[src/hw/rtl/rgpt_pkg.sv]
// Shared word types, result kinds and command codes of the grace period tracker.
package rgpt_pkg;

    localparam logic       ACT_ENQ  = 1'b0;
    localparam logic       ACT_QS   = 1'b1;

    localparam logic [1:0] K_RUN    = 2'd0;
    localparam logic [1:0] K_DONE   = 2'd1;
    localparam logic [1:0] K_REJECT = 2'd2;
    localparam logic [1:0] K_ACCEPT = 2'd3;

    typedef struct packed {
        logic        action;
        logic [2:0]  cpu;
        logic [31:0] handle;
        logic [7:0]  idle_mask;
    } t_in_word;

    typedef struct packed {
        logic [1:0]  kind;
        logic [31:0] handle_res;
        logic [7:0]  wake_mask;
        logic        period_started;
        logic        last;
    } t_out_word;

    typedef enum logic [1:0] {
        OP_ENQ    = 2'd0,
        OP_REJECT = 2'd1,
        OP_REPORT = 2'd2,
        OP_NOP    = 2'd3
    } t_op;

    typedef struct packed {
        t_op         op;
        logic [2:0]  cpu;
        logic [31:0] handle;
        logic [7:0]  idle_mask;
    } t_cmd;

endpackage

[src/hw/rtl/rgpt_front.sv]
// Front end: accepts input words, classifies them and buffers them in a two-entry queue.
module rgpt_front import rgpt_pkg::*; #(
    parameter int CPUS = 8
) (
    input  logic     i_clk,
    input  logic     i_rst_n,
    input  logic     i_in_valid,
    output logic     o_in_stall,
    input  t_in_word i_in_word,
    output logic     o_cmd_valid,
    output t_cmd     o_cmd,
    input  logic     i_cmd_pop
);

    t_cmd       r_q [2];
    logic       r_wp, r_rp;
    logic [1:0] r_cnt;
    logic       push;
    logic       cpu_ok;
    t_cmd       cls;

    always_comb begin
        cpu_ok        = int'(i_in_word.cpu) < CPUS;
        cls.cpu       = i_in_word.cpu;
        cls.handle    = i_in_word.handle;
        cls.idle_mask = i_in_word.idle_mask;
        if (i_in_word.action == ACT_ENQ) begin
            cls.op = (!cpu_ok || i_in_word.handle == 32'd0) ? OP_REJECT : OP_ENQ;
        end else begin
            cls.op = cpu_ok ? OP_REPORT : OP_NOP;
        end
    end

    assign o_in_stall  = (r_cnt == 2'd2);
    assign push        = i_in_valid && !o_in_stall;
    assign o_cmd_valid = (r_cnt != 2'd0);
    assign o_cmd       = r_q[r_rp];

    always_ff @(posedge i_clk) begin
        if (!i_rst_n) begin
            r_wp  <= 1'b0;
            r_rp  <= 1'b0;
            r_cnt <= 2'd0;
        end else begin
            if (push) begin
                r_q[r_wp] <= cls;
                r_wp      <= ~r_wp;
            end
            if (i_cmd_pop) begin
                r_rp <= ~r_rp;
            end
            r_cnt <= r_cnt + 2'(push) - 2'(i_cmd_pop);
        end
    end

endmodule

[config.mk]
export PLATFORM = sky130hd
export DESIGN_NAME = rgpt_front
export DESIGN_NICKNAME = d
export VERILOG_FILES = /design/src/hw/rtl/rgpt_pkg.sv /design/src/hw/rtl/rgpt_front.sv
export SDC_FILE = /design/constraint.sdc
export NUM_CORES = 1
export LEC_CHECK = 0
export BUFFER_PORTS_ARGS = -buffer_cell sky130_fd_sc_hd__buf_4
export CORE_ASPECT_RATIO = 1.4
export CORE_MARGIN = 2
export CORE_UTILIZATION = 52
export DETAILED_ROUTE_END_ITERATION = 10
export HOLD_SLACK_MARGIN = 0.03
export PLACE_DENSITY = 0.79
export SLEW_MARGIN = 10
export SYNTH_ARGS = -nofsm -noshare
export SYNTH_HDL_FRONTEND = slang
export SYNTH_SLANG_ARGS = --single-unit
[constraint.sdc]
create_clock -name i_clk -period 5 [get_ports i_clk]
set_clock_uncertainty 0.05 [all_clocks]
set_input_delay 0.5 -clock i_clk [delete_from_list [all_inputs] [get_ports i_clk]]
set_output_delay 0.5 -clock i_clk [all_outputs]
set_load 0.02 [all_outputs]
# Word level (Yosys, flattened, before mapping)
# Memories as Yosys holds them, arrays and structs flattened. A register that Yosys moved wholly into a read port is not among the register bits.
# Index checks and enable logic that the tools add are counted.
[word_totals]
regBits = 4
ramBits = 90
in_bits = 48
output_inout_bits = 47
wordCells = 20
mem_count = 1
[memory_table]
columns = ["memory", "words", "width", "read_ports", "rd_ports_with_merged_regs", "wr", "line", "source"]
rows = [
  ["r_q", 2, 45, 1, 1, 1, "rgpt_front.sv:15", "t_cmd r_q [2];"],
]
[classes]
n_addsub = 2
eq_ne = 1
n_mux = 7
bitwise = 2
n_reduce_logical = 4
[ops]
columns = ["cell", "count"]
rows = [
  ["32-bit logical NOT", 1],
  ["1-bit two-way mux", 6],
  ["2-bit by 1-bit adder with 2-bit output", 1],
  ["2-bit equality test (second input constant)", 1],
  ["2-bit two-way mux", 1],
  ["1-bit inverter", 2],
  ["2-bit nonzero test", 1],
  ["2-bit by 1-bit subtractor with 2-bit output", 1],
  ["1-bit logical AND", 1],
  ["1-bit logical NOT", 1],
]

# Longest topological paths before layout
# Gate-level depths: netlist of run 1.
[logic_depth]
ltp_word = 6
mapped_depth = 8

# Least setup slack after synthesis of run 1
# No wires, ideal clock.
[synth_path]
path_type = "register to register"
startpoint = "register r_cnt[1]"
endpoint = "memory r_q[0][0] in the netlist's numbering, enable pin"
setup_ps = 503
t_arrival_ps = 3710
setup_slack_ps = 737
stages_incl_launch_ff = 4
path_buffers = 0
period_less_slack_ps = 4263
path_cell_list = "dfxtp_1 nor2b_4 nand2b_1 nor3_1"
[synth_between]
elab_chain_cells = 6
[synth_rtl]
columns = ["item", "line", "source"]
rows = [
  ["from (decl)", "rgpt_front.sv:17", "logic [1:0] r_cnt;"],
  ["from (signal assigned)", "rgpt_front.sv:52", "r_cnt <= r_cnt + 2'(push) - 2'(i_cmd_pop);"],
  ["2-bit equality test", "rgpt_front.sv:34", "assign o_in_stall = (r_cnt == 2'd2);"],
  ["named net o_in_stall", "rgpt_front.sv:8", "output logic o_in_stall,"],
  ["1-bit logical NOT", "rgpt_front.sv:35", "assign push = i_in_valid && !o_in_stall;"],
  ["1-bit logical AND", "rgpt_front.sv:35", ""],
  ["1-bit two-way mux", "rgpt_front.sv:45", "if (push) begin"],
  ["1-bit two-way mux", "rgpt_front.sv:40", "if (!i_rst_n) begin"],
  ["1-bit two-way mux (not written as such)", "rgpt_front.sv:46", "r_q[r_wp] <= cls;"],
  ["to (decl)", "rgpt_front.sv:15", ""],
]
# The timed path passes the listed nets, and every way through them passes these cells.

==> results.json, run 1 <==
{
  "use_met2_pct": 29.05,
  "dieArea_sq_um": 7566,
  "io_pins": 95,
  "crit_family": "flip-flops",
  "start_kind": "register",
  "cts_resized": 0,
  "finalWorstSetupSlack_ns": 2.454,
  "final_layout_size_suffix_gt1_share_pct": 56.94,
  "rr_endpoint": "r_cnt[1]",
  "numCtsBuffers": 9,
  "tightest_slew_ns": 1.067,
  "cts_tree": "done",
  "hold_viol_final": 0,
  "path_max_fanout": 45,
  "antenna_found_initial": 0,
  "row_count": 35,
  "grt_pass1_wl_um": 9342,
  "powerDensity_nw_per_um2": 390.8,
  "drv_cap": 0,
  "fmax_mhz": 392.8,
  "drv_slew": 0,
  "cts_max_level": 3,
  "clk_path_buf_depth": 2,
  "period_needed_ns": 2.546,
  "mostFrequentLayoutCell": "buf_4",
  "ys_types": 20,
  "start_util_pct": 54.08,
  "grt_max_degree": 46,
  "setup_viol": 0,
  "gr-total-overflow": 0,
  "firstDrtPassIters": 4,
  "r2r_start": "r_cnt[1]",
  "grtUsageMet1_pct": 20.00,
  "syn_area_per_cell_sq_um": 19.98,
  "pre_cts_ws_ns": 2.795,
  "p_leak_nw": 1.712,
  "dp_hpwl_um": 4306,
  "clock_latency_ns": 0.34,
  "grtUsageTotal_pct": 17.29,
  "synth_warnings": 0,
  "hp-start": "i_in_word[40]",
  "viasPerCell": 5.034,
  "hold_ws_ns": 0.2728,
  "num-nets-final": 333,
  "portBuffers": 94,
  "drt_wl_total_um": 6394,
  "synth-seq-area-share_pct": 78.38,
  "final_cell_mix": "buf_4, edfxtp_1, mux2_2",
  "vias": 1913,
  "slowest_delay_ns": 1.04,
  "tns_ns": 0,
  "die_y_um": 102.1,
  "post_drt_wl_per_cell_um": 16.83,
  "gp_congestion": 0.7061,
  "hold_class": "in2reg",
  "min_path_cells": 1,
  "grt_pass1_vias": 1923,
  "post_cts_buffers": 0,
  "cp.arrival_ns": 2.00,
  "reg2reg_slack_ns": 3.26,
  "multi_input_area_sq_um": 711.9,
  "coreArea_sq_um": 6613,
  "synth-seq-cells": 95,
  "remaining_drc_errors": 0,
  "met3_usage_pct": 3.452,
  "outcome": "completed",
  "die_w_um": 74.09,
  "min_period_over_period_pct": 50.92,
  "top_usage_layer": "met2",
  "crit_slowest_cell": "dfxtp_2",
  "r2r_cells": 8,
  "relSlewSlack_pct": 28.86,
  "synthesis.area_sq_um": 3576,
  "synth_nets": 229,
  "regArea_sq_um": 2804,
  "ant_nets": 0,
  "end_kind": "output port",
  "syn2layout_area_growth_pct": 29.36,
  "cp_data_required_time_ns": 4.45,
  "path_buf_inv": 1,
  "rsz0062_at_grt": "no",
  "crit_type": "reg2out",
  "clock_sinks": 95,
  "postCtsHoldBufs": 0,
  "clkSlewWorstSetupHoldPaths_ns": 0.10,
  "vdd_ir_drop_max_v": 0.0003216,
  "cts-root-buf": "clkbuf_8",
  "path_cells": "mux2_2 > buf_4",
  "drtIter0Drc": 112,
  "diodes": 0,
  "holdPathEnd": "r_q[0][40]",
  "fill_cells": 466,
  "syn_inst": 179,
  "fin_util_pct": 69.95
}
==> state kept, by name (all words and copies together), names as in the netlist, named ones only <==
name,flops
r_rp,1
r_q,90
r_wp,1
r_cnt,2
==> Yosys cell counts <==
master / number / share of area (%)
or2_2: 1 / 0.18
mux2_2: 45 / 14
xnor2_1: 1 / 0.24
nor2b_4: 1 / 0.38
ha_1: 2 / 0.70
inv_2: 1 / 0.10
nor3_1: 4 / 0.56
nor2_1: 4 / 0.42
inv_1: 3 / 0.31
or3_1: 2 / 0.35
nor4_1: 7 / 1.2
edfxtp_1: 90 / 76
o21ai_0: 1 / 0.14
a21oi_1: 1 / 0.14
xor2_1: 1 / 0.24
nand4_1: 2 / 0.35
nand2b_1: 1 / 0.18
and2_1: 2 / 0.35
dfxtp_1: 5 / 2.8
buf_6: 5 / 1.6
==> power breakdown <==
| group | internal (W) | switching, W |
|---|---|---|
| sequential | 0.000923 | 0.0000276 |
| clock | 0.000334 | 0.000259 |
| combinational | 0.000132 | 0.000133 |
==> per-stage QoR <==
| stage | power, W | instances | cell area (sq um) |
|---|---|---|---|
| after CTS | 0.001822 | 380 | 4626 |
| after detailed placement | 0.001236 | 364 | 4382 |
| after global routing | 0.001875 | 380 | 4626 |
| after global placement | 0.001229 | 364 | 4382 |
| after floorplan | 0.001119 | 179 | 3576 |
| final | 0.001808 | 380 | 4626 |
==> layout make-up <==
| class | count | area share, % |
|---|---|---|
| Timing Repair Buffer | 98 | 15.90 |
| Tap cell | 92 | 2.488 |
| Clock inverter | 7 | 2.597 |
| Sequential cell | 95 | 60.62 |
| Multi-Input combinational cell | 75 | 15.39 |
| Clock buffer | 9 | 2.678 |
| Inverter | 4 | 0.3246 |
==> kinds of logic (layout without fill, tap and decap cells) <==
family | Yosys count | after routing | synth area share [%]
flip-flops | 95 | 95 | 78.38
multiplexers | 45 | 45 | 14.17
AND/OR/NAND/NOR | 24 | 24 | 3.989
buffers and inverters | 9 | 118 | 1.994
adder cells (fa/ha/maj) | 2 | 2 | 0.6997
AO/OA/AOI/OAI | 2 | 2 | 0.2796
XOR/XNOR | 2 | 2 | 0.4899
==> per-layer routing <==
metal,part of all wire (%),wire length (um)
met1,38,2457
met2,55,3503
met3,4.2,268
met4,2.6,165
met5,0,0
==> worst max path at each step <==
stage,to,depth (start not counted)
finish,o_cmd[24],2
CTS,o_cmd[24],2
floorplan,r_q[0][0],3
global placement,o_cmd[24],2
global route,o_cmd[26],2
detailed placement,o_cmd[26],2
Power figures use the tool's default switching activity.
==> inputs of run 2 (changes only) <==
- ABC_AREA: unset -> 1
- CORE_UTILIZATION: 52 -> 53
- PLACE_DENSITY: 0.79 -> 0.8
- clock period: 5 -> 2.58 ns (I/O delays scaled with it)
==> results.json, run 2 <==
{
  "fmax_mhz": 522.0,
  "die_w_um": 75.60,
  "async_flop_share_pct": 0,
  "dp.cells": 389,
  "outcome": "completed",
  "synth_area_leaders": "edfxtp_1, mux2_4, dfxtp_1, nor2_1, buf_12",
  "synth-seq-area-share_pct": 73.68,
  "synth-seq-cells": 95,
  "reg_top3": "r_q x90, r_cnt x2",
  "grt_max_degree": 26,
  "ys_types": 17,
  "fin_util_pct": 72.84,
  "start_util_pct": 54.83,
  "tns_ns": 0,
  "synth_ff_type": "edfxtp_1",
  "vias": 2076,
  "drv_slew": 0,
  "pre_cts_ws_ns": 0.7908,
  "synth_top_cell_by_area": "edfxtp_1",
  "largest_reg_flops": 90,
  "final_cell_mix": "buf_4, edfxtp_1, mux2_4",
  "remaining_drc_errors": 0,
  "num-nets-final": 385,
  "grtUsageTotal_pct": 17.91,
  "row_count": 36,
  "synthTopCellsByCount": "edfxtp_1, mux2_4, nor2_1",
  "start_kind": "register",
  "synthesis.area_sq_um": 3804,
  "gp_congestion": 0.7809,
  "synth_top_area_share_pct": 71.05,
  "final_layout_size_suffix_gt1_share_pct": 47.63,
  "portBuffers": 94,
  "slowest_delay_ns": 0.39,
  "ant_nets": 0,
  "numCtsBuffers": 9,
  "final_cells": 433,
  "antenna_found_initial": 0,
  "tightest_slew_ns": 0.6509,
  "mostFrequentLayoutCell": "buf_4",
  "drv_cap": 0,
  "wl_met3_um": 293,
  "clk_path_buf_depth": 2,
  "end_kind": "output port",
  "coreArea_sq_um": 6937,
  "cp_data_required_time_ns": 2.27,
  "wl_met1_um": 2444,
  "p_total_w": 0.003243,
  "gr-total-overflow": 0,
  "synth_edf_count": 90,
  "clock_latency_ns": 0.34,
  "path_cells": "buf_4 > mux2_2 > buf_4",
  "drt_wl_total_um": 6764,
  "dp_hpwl_um": 4646,
  "post_cts_buffers": 0,
  "synth_nets": 250,
  "path_max_fanout": 25,
  "die_y_um": 104.2,
  "drtIter0Drc": 77,
  "dieArea_sq_um": 7880,
  "hp-start": "i_in_word[30]",
  "clkSlewWorstSetupHoldPaths_ns": 0.08,
  "cts-root-buf": "clkbuf_8",
  "firstDrtPassIters": 4,
  "yosysMostFrequentCell": "edfxtp_1",
  "hold_viol_final": 0,
  "cts_tree": "done",
  "reg2reg_slack_ns": 0.79,
  "cpMostUsedCell": "buf_4",
  "syn_inst": 200,
  "cp.arrival_ns": 1.61,
  "crit_family": "buffers and inverters",
  "period_needed_ns": 1.916,
  "viasPerCell": 4.794,
  "io_pins": 95,
  "diodes": 0,
  "syn_area_per_cell_sq_um": 19.02,
  "clock_sinks": 95,
  "path_buf_inv": 2,
  "powerDensity_nw_per_um2": 641.9,
  "rsz0062_at_grt": "no",
  "cts_max_level": 3,
  "vdd_ir_drop_max_v": 0.0004509,
  "cts_resized": 0,
  "crit_type": "reg2out",
  "crit_slowest_cell": "mux2_2",
  "post_drt_wl_per_cell_um": 15.62,
  "relSlewSlack_pct": 56.50,
  "setup_viol": 0,
  "syn2layout_area_growth_pct": 32.83,
  "finalWorstSetupSlack_ns": 0.6644,
  "route.met2.wl_um": 3953,
  "grt_pass1_wl_um": 10090,
  "r2r_start": "r_wp",
  "top_layer": "met4",
  "p_leak_nw": 1.993,
  "synth_warnings": 0,
  "hold_class": "in2reg",
  "grt_pass1_vias": 2160,
  "min_period_over_period_pct": 74.25,
  "top_register": "r_q"
}
==> run 2: cell types whose count changed after synthesis, sizes merged, moves of 3 or more <==
cell | before | now
nor2 | 4 | 26
nand2 | 0 | 11
nor4 | 7 | 0
nor3 | 4 | 1
==> run 2: power by group <==
part | leakage, nW | internal (W) | switching, W
Clock | 0.0761 | 0.000338 | 0.000446
Sequential | 0.865 | 0.00179 | 0.0000285
Combinational | 1.05 | 0.000328 | 0.000314
==> run 2: cell type report <==
cell class	count	area [sq um]
clock buffer	12	135.1
clock inverter	2	10.01
fill	479	1884
inverter	6	22.52
multi-input combinational	94	905.9
sequential	95	2804
tap	95	118.9
timing repair buffer	129	1056
==> run 2: logic make-up (layout without fill, tap and decap cells) <==
family | count (synthesis) | after routing | synth area share, %
compound gates | 3 | 3 | 0.5592
xor+xnor | 2 | 2 | 0.4606
fa+ha+maj | 2 | 2 | 0.6578
buf+inv | 11 | 149 | 2.993
flops | 95 | 95 | 73.68
mux | 45 | 45 | 17.27
simple gates | 42 | 42 | 4.375
==> run 2: path summary, 6_finish.rpt <==
kind                                   end  cells after the start
worst max-delay path             o_cmd[44]                      3
worst min-delay path            r_q[1][30]                      1
worst max register to register  r_q[0][40]                      4
worst min register to register        r_wp                      2
==> run 2: metrics by stage <==
| step | hold slack [ns] | instance area (sq um) |
|---|---|---|
| final | 0.05553 | 5052 |
| after global placement | 0.3951 | 4607 |
| after floorplan | 0.3015 | 3817 |
| after global routing | 0.03038 | 5052 |
| after CTS | 0.03055 | 4952 |
| after detailed placement | 0.3993 | 4607 |
==> run 2: routing by layer <==
metal	vias to the layer above	GRT usage (%)
met4	0	6.140
met1	1003	19.16
met2	58	31.37
met5	-	0
met3	6	6.589
li1	1009	-
==> run 2: timing repair <==
item                                    CTS  global route
endpoints found under the hold margin    38            18
endpoints found under the setup margin    0             0
hold buffers                             20            10
